File: config.mk
export PLATFORM = sky130hd
export DESIGN_NAME = mph_front
export DESIGN_NICKNAME = d
export VERILOG_FILES = /design/src/mph_pkg.sv /design/src/mph_front.sv
export SDC_FILE = /design/constraint.sdc
export NUM_CORES = 1
export LEC_CHECK = 0
export ABC_AREA = 1
export BUFFER_PORTS_ARGS = -buffer_cell sky130_fd_sc_hd__buf_2
export CORE_UTILIZATION = 25
export CTS_CLUSTER_DIAMETER = 100
export CTS_CLUSTER_SIZE = 14
export DETAILED_ROUTE_END_ITERATION = 16
export SETUP_SLACK_MARGIN = 0.5
export SKIP_CTS_REPAIR_TIMING = 1
export SYNTH_ARGS = -nofsm -noshare
export SYNTH_HDL_FRONTEND = slang
export SYNTH_SLANG_ARGS = --single-unit
File: constraint.sdc
create_clock -name clk -period 2.18 [get_ports clk]
set_input_delay 0.218 -clock clk [delete_from_list [all_inputs] [get_ports clk]]
set_output_delay 0.218 -clock clk [all_outputs]
set_load 0.01 [all_outputs]
File: src/mph_pkg.sv
`timescale 1ns / 1ps
// ---------------------------------------------------------------------------
// mph_pkg
// Shared types and constants for the multi-stream prefix heatmap block.
// ---------------------------------------------------------------------------
package mph_pkg;

    // default sizing
    localparam int MAX_REQUESTS_DEF = 10;
    localparam int BODY_BYTES_DEF   = 65536;
    localparam int MAX_BUCKETS_DEF  = 64;

    // fixed field widths
    localparam int SLOT_PORT_W = 4;
    localparam int BYTE_W      = 8;
    localparam int RC_W        = 4;
    localparam int BL_W        = 7;
    localparam int CFG_W       = 7;
    localparam int CFG_IDX_W   = 1;
    localparam int TENTHS_W    = 10;

    // configuration register indexes
    localparam logic [CFG_IDX_W-1:0] REG_REQUEST_COUNT = 1'b0;
    localparam logic [CFG_IDX_W-1:0] REG_BUCKET_LIMIT  = 1'b1;

    // reset values of the configuration registers
    localparam logic [RC_W-1:0] RC_RESET = 4'd4;
    localparam logic [BL_W-1:0] BL_RESET = 7'd64;

    // command queue between front and back
    localparam int Q_DEPTH = 2;

    // twice the scale for tenths of a percent, so the percentage divide rounds
    localparam int TENTHS_SCALE = 2000;

    // one queued command
    typedef struct packed {
        logic                   is_run;
        logic [SLOT_PORT_W-1:0] slot;
        logic [BYTE_W-1:0]      data;
    } mph_cmd_t;

endpackage

File: src/mph_front.sv
`timescale 1ns / 1ps
// ---------------------------------------------------------------------------
// mph_front
// Configuration registers, command intake and filtering, command queue.
// ---------------------------------------------------------------------------
module mph_front #(
    parameter int MAX_REQUESTS = mph_pkg::MAX_REQUESTS_DEF,
    parameter int MAX_BUCKETS  = mph_pkg::MAX_BUCKETS_DEF,
    parameter int CNT_W        = $clog2(MAX_REQUESTS + 1),
    parameter int NB_W         = $clog2(MAX_BUCKETS + 1)
) (
    input  logic                            clk,
    input  logic                            rst_n,
    input  logic                            start,
    output logic                            busy,
    input  logic                            action,
    input  logic [mph_pkg::SLOT_PORT_W-1:0] request_slot,
    input  logic [mph_pkg::BYTE_W-1:0]      data_byte,
    input  logic                            cfg_we,
    input  logic [mph_pkg::CFG_IDX_W-1:0]   cfg_index,
    input  logic [mph_pkg::CFG_W-1:0]       cfg_data,
    output logic [CNT_W-1:0]                eff_count,
    output logic [NB_W-1:0]                 eff_buckets,
    output logic                            cmd_valid,
    output mph_pkg::mph_cmd_t               cmd,
    input  logic                            cmd_pop
);
    import mph_pkg::*;

    localparam int QPTR_W = (Q_DEPTH > 1) ? $clog2(Q_DEPTH) : 1;
    localparam int QCNT_W = $clog2(Q_DEPTH + 1);

    logic [RC_W-1:0]   rc_reg;
    logic [BL_W-1:0]   bl_reg;
    mph_cmd_t          q_reg [Q_DEPTH];
    logic [QPTR_W-1:0] wr_ptr_reg;
    logic [QPTR_W-1:0] rd_ptr_reg;
    logic [QCNT_W-1:0] fill_reg;
    logic              accept;
    logic              push;

    // configuration writes
    always_ff @(posedge clk or negedge rst_n)
    begin
        if (!rst_n)
        begin
            rc_reg <= RC_RESET;
            bl_reg <= BL_RESET;
        end
        else if (cfg_we)
        begin
            unique case (cfg_index)
                REG_REQUEST_COUNT: rc_reg <= cfg_data[RC_W-1:0];
                REG_BUCKET_LIMIT:  bl_reg <= cfg_data[BL_W-1:0];
                default: ;
            endcase
        end
    end

    // saturate register values into their useful ranges
    always_comb
    begin
        if (rc_reg < RC_W'(2))
            eff_count = CNT_W'(2);
        else if ({1'b0, rc_reg} > (RC_W+1)'(MAX_REQUESTS))
            eff_count = CNT_W'(MAX_REQUESTS);
        else
            eff_count = CNT_W'(rc_reg);

        if (bl_reg < BL_W'(1))
            eff_buckets = NB_W'(1);
        else if ({1'b0, bl_reg} > (BL_W+1)'(MAX_BUCKETS))
            eff_buckets = NB_W'(MAX_BUCKETS);
        else
            eff_buckets = NB_W'(bl_reg);
    end

    // intake: bytes for slots not compared are dropped here
    assign busy   = (fill_reg == QCNT_W'(Q_DEPTH));
    assign accept = start && !busy;
    assign push   = accept &&
                    (action || ({1'b0, request_slot} < (SLOT_PORT_W+1)'(eff_count)));

    // command queue
    always_ff @(posedge clk or negedge rst_n)
    begin
        if (!rst_n)
        begin
            wr_ptr_reg <= '0;
            rd_ptr_reg <= '0;
            fill_reg   <= '0;
        end
        else
        begin
            if (push)
                wr_ptr_reg <= (wr_ptr_reg == QPTR_W'(Q_DEPTH - 1)) ? '0
                                                                    : wr_ptr_reg + QPTR_W'(1);
            if (cmd_pop)
                rd_ptr_reg <= (rd_ptr_reg == QPTR_W'(Q_DEPTH - 1)) ? '0
                                                                    : rd_ptr_reg + QPTR_W'(1);
            if (push && !cmd_pop)
                fill_reg <= fill_reg + QCNT_W'(1);
            else if (!push && cmd_pop)
                fill_reg <= fill_reg - QCNT_W'(1);
        end
    end

    always_ff @(posedge clk)
    begin
        if (push)
        begin
            q_reg[wr_ptr_reg].is_run <= action;
            q_reg[wr_ptr_reg].slot   <= request_slot;
            q_reg[wr_ptr_reg].data   <= data_byte;
        end
    end

    assign cmd_valid = (fill_reg != '0);
    assign cmd       = q_reg[rd_ptr_reg];

endmodule

# Yosys cells after proc, flatten, opt, wreduce, memory -nomap -nowiden
# Memory sizes are Yosys's and may differ from the RTL's.
# Index checks and enable logic that the tools add are counted.
totals:
  regBits: 15
  ram_bits: 26
  output_inout_bits: 26
  word_cells: 39
  memories: 1
mem_list:
  columns: ["name", "words", "word_bits", "rd", "rd_ports_with_merged_regs", "write_ports", "line_no", "text"]
  rows:
  - ["q_reg", 2, 13, 1, 0, 1, "mph_front.sv:35", "mph_cmd_t q_reg [Q_DEPTH];"]
classes:
  add_sub_neg: 4
  order_cmp: 5
  n_eq_ne: 1
  mux: 10
  bitwise_logic: 1
  n_reduce_logical: 12
ops:
  columns: ["op", "count"]
  rows:
  - ["two-way mux 7 bit", 2]
  - ["two-way mux 4 bit", 2]
  - ["greater-than comparator 7 bit, second input constant", 1]
  - ["< comparator 7 x 1 -> 1 bit, second input constant", 1]
  - ["greater-than comparator 4 bit, second input constant", 1]
  - ["logical AND 1 bit", 4]
  - ["< comparator 4 x 2 -> 1 bit, second input constant", 1]
  - ["< comparator 4 bit", 1]
  - ["two-way mux 1 bit", 4]
  - ["two-way mux 2 bit", 2]
  - ["AND reduction 2 bit", 2]
  - ["nonzero test 2 bit", 2]
  - ["zero test 1 bit", 3]
  - ["adder 1 bit, second input constant", 2]
  - ["adder 2 x 1 -> 2 bit, second input constant", 1]
  - ["equality test 2 bit, second input constant", 1]
  - ["subtractor 2 x 1 -> 2 bit, second input constant", 1]
  - ["logical OR 1 bit", 1]
  - ["NOT 1 bit", 1]

# Depth between registers and ports, before layout
depth:
  depth_word: 10
  ltp_mapped: 19
  depth_no_buf: 19

# Worst setup path after synthesis
# No wires, ideal clock.
synth_timing:
  path_type: "register to register"
  start: "register rc_reg[2]"
  end: "memory q_reg[1][0] in the netlist's numbering (enable)"
  setup_ps: 382
  arrival_time_ps: 2076
  required_ps: 1798
  slack_ps: -278
  stages_incl_launch_ff: 16
  path_buffers: 0
  synth_period_minus_slack_ps: 2458
  cell_sequence: "dfstp_2 -> inv_1 -> nand2_1 -> nand2_1 -> inv_1 -> nor2_1 -> nand2_1 -> inv_1 -> ha_1 -> nand2_1 -> nand2_1 -> nand2_1 -> nand2_1 -> nand2_2 -> nand2_2 -> nor2_1"
synth_between:
  elab_chain_len: 8
  elab_cells_between_ends: 9
synth_lines:
  columns: ["element", "line_no", "text"]
  rows:
  - ["start, declared", "mph_front.sv:33", "logic [RC_W-1:0] rc_reg;"]
  - ["start signal, assigned", "mph_front.sv:53", "REG_REQUEST_COUNT: rc_reg <= cfg_data[RC_W-1:0];"]
  - ["greater-than comparator 4 bit", "mph_front.sv:65", "else if ({1'b0, rc_reg} > (RC_W+1)'(MAX_REQUESTS))"]
  - ["two-way mux 4 bit", "mph_front.sv:65", null]
  - ["two-way mux 4 bit (*)", "mph_front.sv:63", "if (rc_reg < RC_W'(2))"]
  - ["net eff_count[1]", "mph_front.sv:22", "output logic [CNT_W-1:0] eff_count,"]
  - ["< comparator 4 bit (*)", "mph_front.sv:82", "(action || ({1'b0, request_slot} < (SLOT_PORT_W+1)'(eff_count)));"]
  - ["logical OR 1 bit (*)", "mph_front.sv:82", null]
  - ["logical AND 1 bit (*)", "mph_front.sv:81", "assign push = accept &&"]
  - ["two-way mux 1 bit (*)", "mph_front.sv:110", "if (push)"]
  - ["two-way mux 1 bit (implied by the code) (*)", "mph_front.sv:114", "q_reg[wr_ptr_reg].data <= data_byte;"]
  - ["end, declared", "mph_front.sv:35", null]
# The timed path passes the listed nets; every way through them passes the cells marked *.

# Final worst setup path
layout_timing:
  start: "register rc_reg[2]"
  end: "register fill_reg[1]"
layout_between:
  elab_chain_len: 9
  elab_cells_between_ends: 12
layout_lines:
  columns: ["element", "line_no", "text"]
  rows:
  - ["greater-than comparator 4 bit", "mph_front.sv:65", null]
  - ["two-way mux 4 bit", "mph_front.sv:65", null]
  - ["two-way mux 4 bit (*)", "mph_front.sv:63", null]
  - ["< comparator 4 bit (*)", "mph_front.sv:82", null]
  - ["logical OR 1 bit (*)", "mph_front.sv:82", null]
  - ["logical AND 1 bit (*)", "mph_front.sv:81", null]
  - ["zero test 1 bit", "mph_front.sv:103", "else if (!push && cmd_pop)"]
  - ["logical AND 1 bit", "mph_front.sv:103", null]
  - ["nonzero test 2 bit (no source line)", null, null]
  - ["end signal, assigned", "mph_front.sv:102", "fill_reg <= fill_reg + QCNT_W'(1);"]
  - ["end signal, assigned", "mph_front.sv:104", "fill_reg <= fill_reg - QCNT_W'(1);"]
  - ["end, declared", "mph_front.sv:38", "logic [QCNT_W-1:0] fill_reg;"]
# Mark *: on every way between the ends. The rest lies on a longest branch, timed or not.
# A chain may end at the register's enable or synchronous reset.

==> flow_metrics.env <==
export IMPL_outcome="complete, but fails checks"
export IMPL_violations="setup timing"
export IMPL_total_power_mw=2.40
export IMPL_finalClockSkew_ns=0.0111
export IMPL_timing_rr_end="fill_reg[1]$_DFFE_PN0P_"
export IMPL_vdd_drop_max_mv=0.305
export IMPL_gpl_final_weighted_congestion=0.707
export IMPL_dieArea_um2=7450
export IMPL_p_per_area_nw_per_um2=980
export IMPL_static_leakage_power_nw=1.10
export IMPL_asyncSetResetFlopFracSynth_pct=36.6
export IMPL_regToRegStartpoint="rc_reg[2]$_DFFE_PN1P_"
export IMPL_yosysSeqAreaShare_pct=65.2
export IMPL_chipWidth_um=86.3
export IMPL_tritoncts_clock_tree="built"
export IMPL_cts_made_buffers=5
export IMPL_min_delay_worst_type="input port to flip-flop"
export IMPL_num_rows=30
export IMPL_routed_wl_um=3560
export IMPL_fin_ws_ns=-0.0179
export IMPL_number_of_enable_type_register_cells_in_the_synthesized_netlist=26
export IMPL_drt_pass1_iter_count=4
export IMPL_final_net_count=248
export IMPL_layout_cells_non_filler=315
export IMPL_post_synth_inst_count=155
export IMPL_yosys_mux_area_fraction_pct=8.24
export IMPL_synth_top_area_share_pct=43.9
export IMPL_endpoint_kind="flip-flop"
export IMPL_netlist_top_cells_area="sky130_fd_sc_hd__edfxtp_1 (44%), sky130_fd_sc_hd__dfrtp_1 (18%), sky130_fd_sc_hd__mux2_2 (8.2%)"
export IMPL_post_synth_and_or_nand_nor_area_fraction_pct=10.9
export IMPL_finalSetupViolCount=1
export IMPL_layout_cell_share_with_drive_strength_beyond_1_pct=49.3
export IMPL_placed_cell_area_um2=2220
export IMPL_post_synth_instance_area_um2=1780
export IMPL_largest_register_ff_count=26
export IMPL_startpoint_class="flip-flop"
export IMPL_synth_ff_type="sky130_fd_sc_hd__edfxtp_1"
export IMPL_slew_headroom_pct=73.3
export IMPL_grt_antenna_before_repair=0
export IMPL_floorplan_initialDensity_pct=26.0
export IMPL_grt_pass1_vias=1213
export IMPL_compound_gate_portion_of_the_synthesized_area_pct=4.23
export IMPL_critPathArrivalTime_ns=2.38
export IMPL_hold_violations=0
export IMPL_core_area_um2=6830
export IMPL_avgRoutedWirePerCell_um=11.3
export IMPL_clk_insertion_delay_late_ns=0.29
export IMPL_cts_sinks=41
export IMPL_finish_instance_area_um2=2450
export IMPL_placement_setup_worst_slack_ns=-0.0389
export IMPL_remaining_drc_errors=0
export IMPL_synth_fp_nets=185
export IMPL_port_buffer_count=51
export IMPL_worst_hold_path_num_cells=1
export IMPL_hpwl_um=2390
export IMPL_cell_chosen_for_the_clock_root="sky130_fd_sc_hd__clkbuf_8"
export IMPL_clk_transition_reported_paths_ns=0.09
export IMPL_grt_max_degree=16
export IMPL_final_common_cell="sky130_fd_sc_hd__buf_2"
export IMPL_post_route_min_period_ns=2.20
export IMPL_detail_route_vias_per_cell=3.93
export IMPL_timing_hold_worst_endpoint="q_reg[0][7]$_DFFE_PP_"
export IMPL_combinational_family_with_the_most_area_after_synthesis="simple AND/OR/NAND/NOR gates"
export IMPL_synth_cell_types=21
export IMPL_io_pins=52
export IMPL_detailedRoute_firstIterationViolations=32
export IMPL_r2r_setup_slack_ns=-0.02
export IMPL_diodes_inserted=0
export IMPL_die_h_um=86.3
export IMPL_grt_pass1_wl_um=5530
export IMPL_maxCapViolations=0
export IMPL_synthesis_yosys_warnings=0
export IMPL_place_inst=304
export IMPL_detail_route_antenna_nets=0
export IMPL_worstHoldStart="data_byte[7]"
export IMPL_synthXorXnorAreaFrac_pct=1.48
export IMPL_max_freq_mhz=455
export IMPL_layout_common_cells="sky130_fd_sc_hd__buf_2 (46), sky130_fd_sc_hd__edfxtp_1 (26), sky130_fd_sc_hd__nand2_1 (21)"
export IMPL_synth_avg_cell_area_um2=11.5
export IMPL_grt_setup_unrepaired="yes"
export IMPL_worstPathMaxFanout=3
export IMPL_cells_on_worst_reg2reg_path=19
export IMPL_groute_usage_overall_pct=9.87
export IMPL_dr_total_vias=1239
export IMPL_htreeDepth=2
export IMPL_flow_area_growth_from_synthesis_pct=38.0
export IMPL_synth_fa_ha_area_share_pct=2.82
export IMPL_yosys_register_bits=41
export IMPL_final_max_slew_violation_count=0
export IMPL_required_ns=2.36
export IMPL_clockBufferDepth=2
export IMPL_worst_setup_path_type="flip-flop to flip-flop"
export IMPL_finalCritPeriodShare_pct=101
export IMPL_worstMarginPinSlew_ns=0.400
export IMPL_grt_overflow_total=0
export IMPL_synth_largest_area_cell="sky130_fd_sc_hd__edfxtp_1"
synth_stat cells (2+ instances only):
cell                       count
sky130_fd_sc_hd__clkbuf_1      2
sky130_fd_sc_hd__o21ai_0       9
sky130_fd_sc_hd__xor2_1        2
sky130_fd_sc_hd__nand2_2       3
sky130_fd_sc_hd__dfstp_2       2
sky130_fd_sc_hd__inv_1        27
sky130_fd_sc_hd__nand2_1      23
sky130_fd_sc_hd__a21oi_1       6
sky130_fd_sc_hd__mux2_2       13
sky130_fd_sc_hd__ha_1          4
sky130_fd_sc_hd__dfrtp_1      13
sky130_fd_sc_hd__nand3_1       2
sky130_fd_sc_hd__edfxtp_1     26
sky130_fd_sc_hd__nor2_1       16
per-stage QoR:
step | hold WS [ns] | util, % | setup TNS [ns]
2_1_floorplan | -0.0776 | - | -0.0102
3_3_place_gp | 0.149 | 32.5 | 0
3_5_place_dp | 0.149 | 32.5 | -0.0389
4_1_cts | -0.179 | 33.8 | -0.0430
5_1_grt | 0.0961 | 35.9 | -0.687
6_report | 0.117 | 35.9 | -0.0179
worst max-delay path: stages, from the launching register on:
cell and delay [ns]:
sky130_fd_sc_hd__dfstp_2 0.54, sky130_fd_sc_hd__inv_2 0.04, sky130_fd_sc_hd__nand2_2 0.05, sky130_fd_sc_hd__nand2_2 0.06, sky130_fd_sc_hd__inv_2 0.06, sky130_fd_sc_hd__nor2_1 0.03, sky130_fd_sc_hd__nand2_1 0.07, sky130_fd_sc_hd__inv_1 0.04
sky130_fd_sc_hd__ha_1 0.26, sky130_fd_sc_hd__nand2_1 0.06, sky130_fd_sc_hd__nand2_1 0.04, sky130_fd_sc_hd__nand2_1 0.06, sky130_fd_sc_hd__nand2_1 0.06, sky130_fd_sc_hd__nand2_2 0.09, sky130_fd_sc_hd__nand2_4 0.07, sky130_fd_sc_hd__inv_2 0.07
sky130_fd_sc_hd__ha_4 0.20, sky130_fd_sc_hd__a21oi_2 0.09, sky130_fd_sc_hd__o21ai_1 0.08, sky130_fd_sc_hd__xor2_1 0.14
metal layers:
metal / track usage, % / up-vias / wire [µm] / part of all wire [%]
met4: 3.64 / 0 / 29 / 0.82
met3: 3.43 / 4 / 251 / 7.1
li1: - / 633 / - / -
met2: 16.2 / 41 / 1710 / 48
met1: 12.0 / 561 / 1560 / 44
met5: 0 / - / 0 / 0
final cells by class:
type | instances | area (µm²)
Inverter | 28 | 118
Clock inverter | 3 | 17.5
Multi-Input combinational cell | 82 | 593
Sequential cell | 41 | 1160
Fill cell | 711 | 4380
Tap cell | 96 | 120
Clock buffer | 5 | 68.8
Timing Repair Buffer | 60 | 373
worst max path at each step:
stage | startpoint | to | slack (ns) | cells after the start
global route | rc_reg[2]$_DFFE_PN1P_ | fill_reg[1]$_DFFE_PN0P_ | -0.15 | 19
CTS | rc_reg[2]$_DFFE_PN1P_ | fill_reg[1]$_DFFE_PN0P_ | -0.04 | 19
global placement | rc_reg[2]$_DFFE_PN1P_ | fill_reg[1]$_DFFE_PN0P_ | 0.005 | 19
floorplan | rc_reg[2]$_DFFE_PN1P_ | fill_reg[1]$_DFFE_PN0P_ | -0.01 | 19
finish | rc_reg[2]$_DFFE_PN1P_ | fill_reg[1]$_DFFE_PN0P_ | -0.02 | 19
detailed placement | rc_reg[2]$_DFFE_PN1P_ | fill_reg[1]$_DFFE_PN0P_ | -0.04 | 19
cell families (layout without fill, tap and decap cells):
| group | after synthesis | in the layout |
|---|---|---|
| muxes | 13 | 13 |
| xor gates and xnor gates | 3 | 3 |
| adders and majority gates | 4 | 4 |
| and+or+nand+nor | 47 | 47 |
| DFF | 41 | 41 |
| buffers and inverters | 32 | 96 |
| AOI/OAI and AO/OA | 15 | 15 |
power breakdown:
part / leakage (nW) / internal (mW) / switching (mW)
logic: 0.635 / 0.396 / 0.409
registers: 0.415 / 1.00 / 0.107
clock network: 0.0455 / 0.222 / 0.266
(Power assumes the default switching activity.)
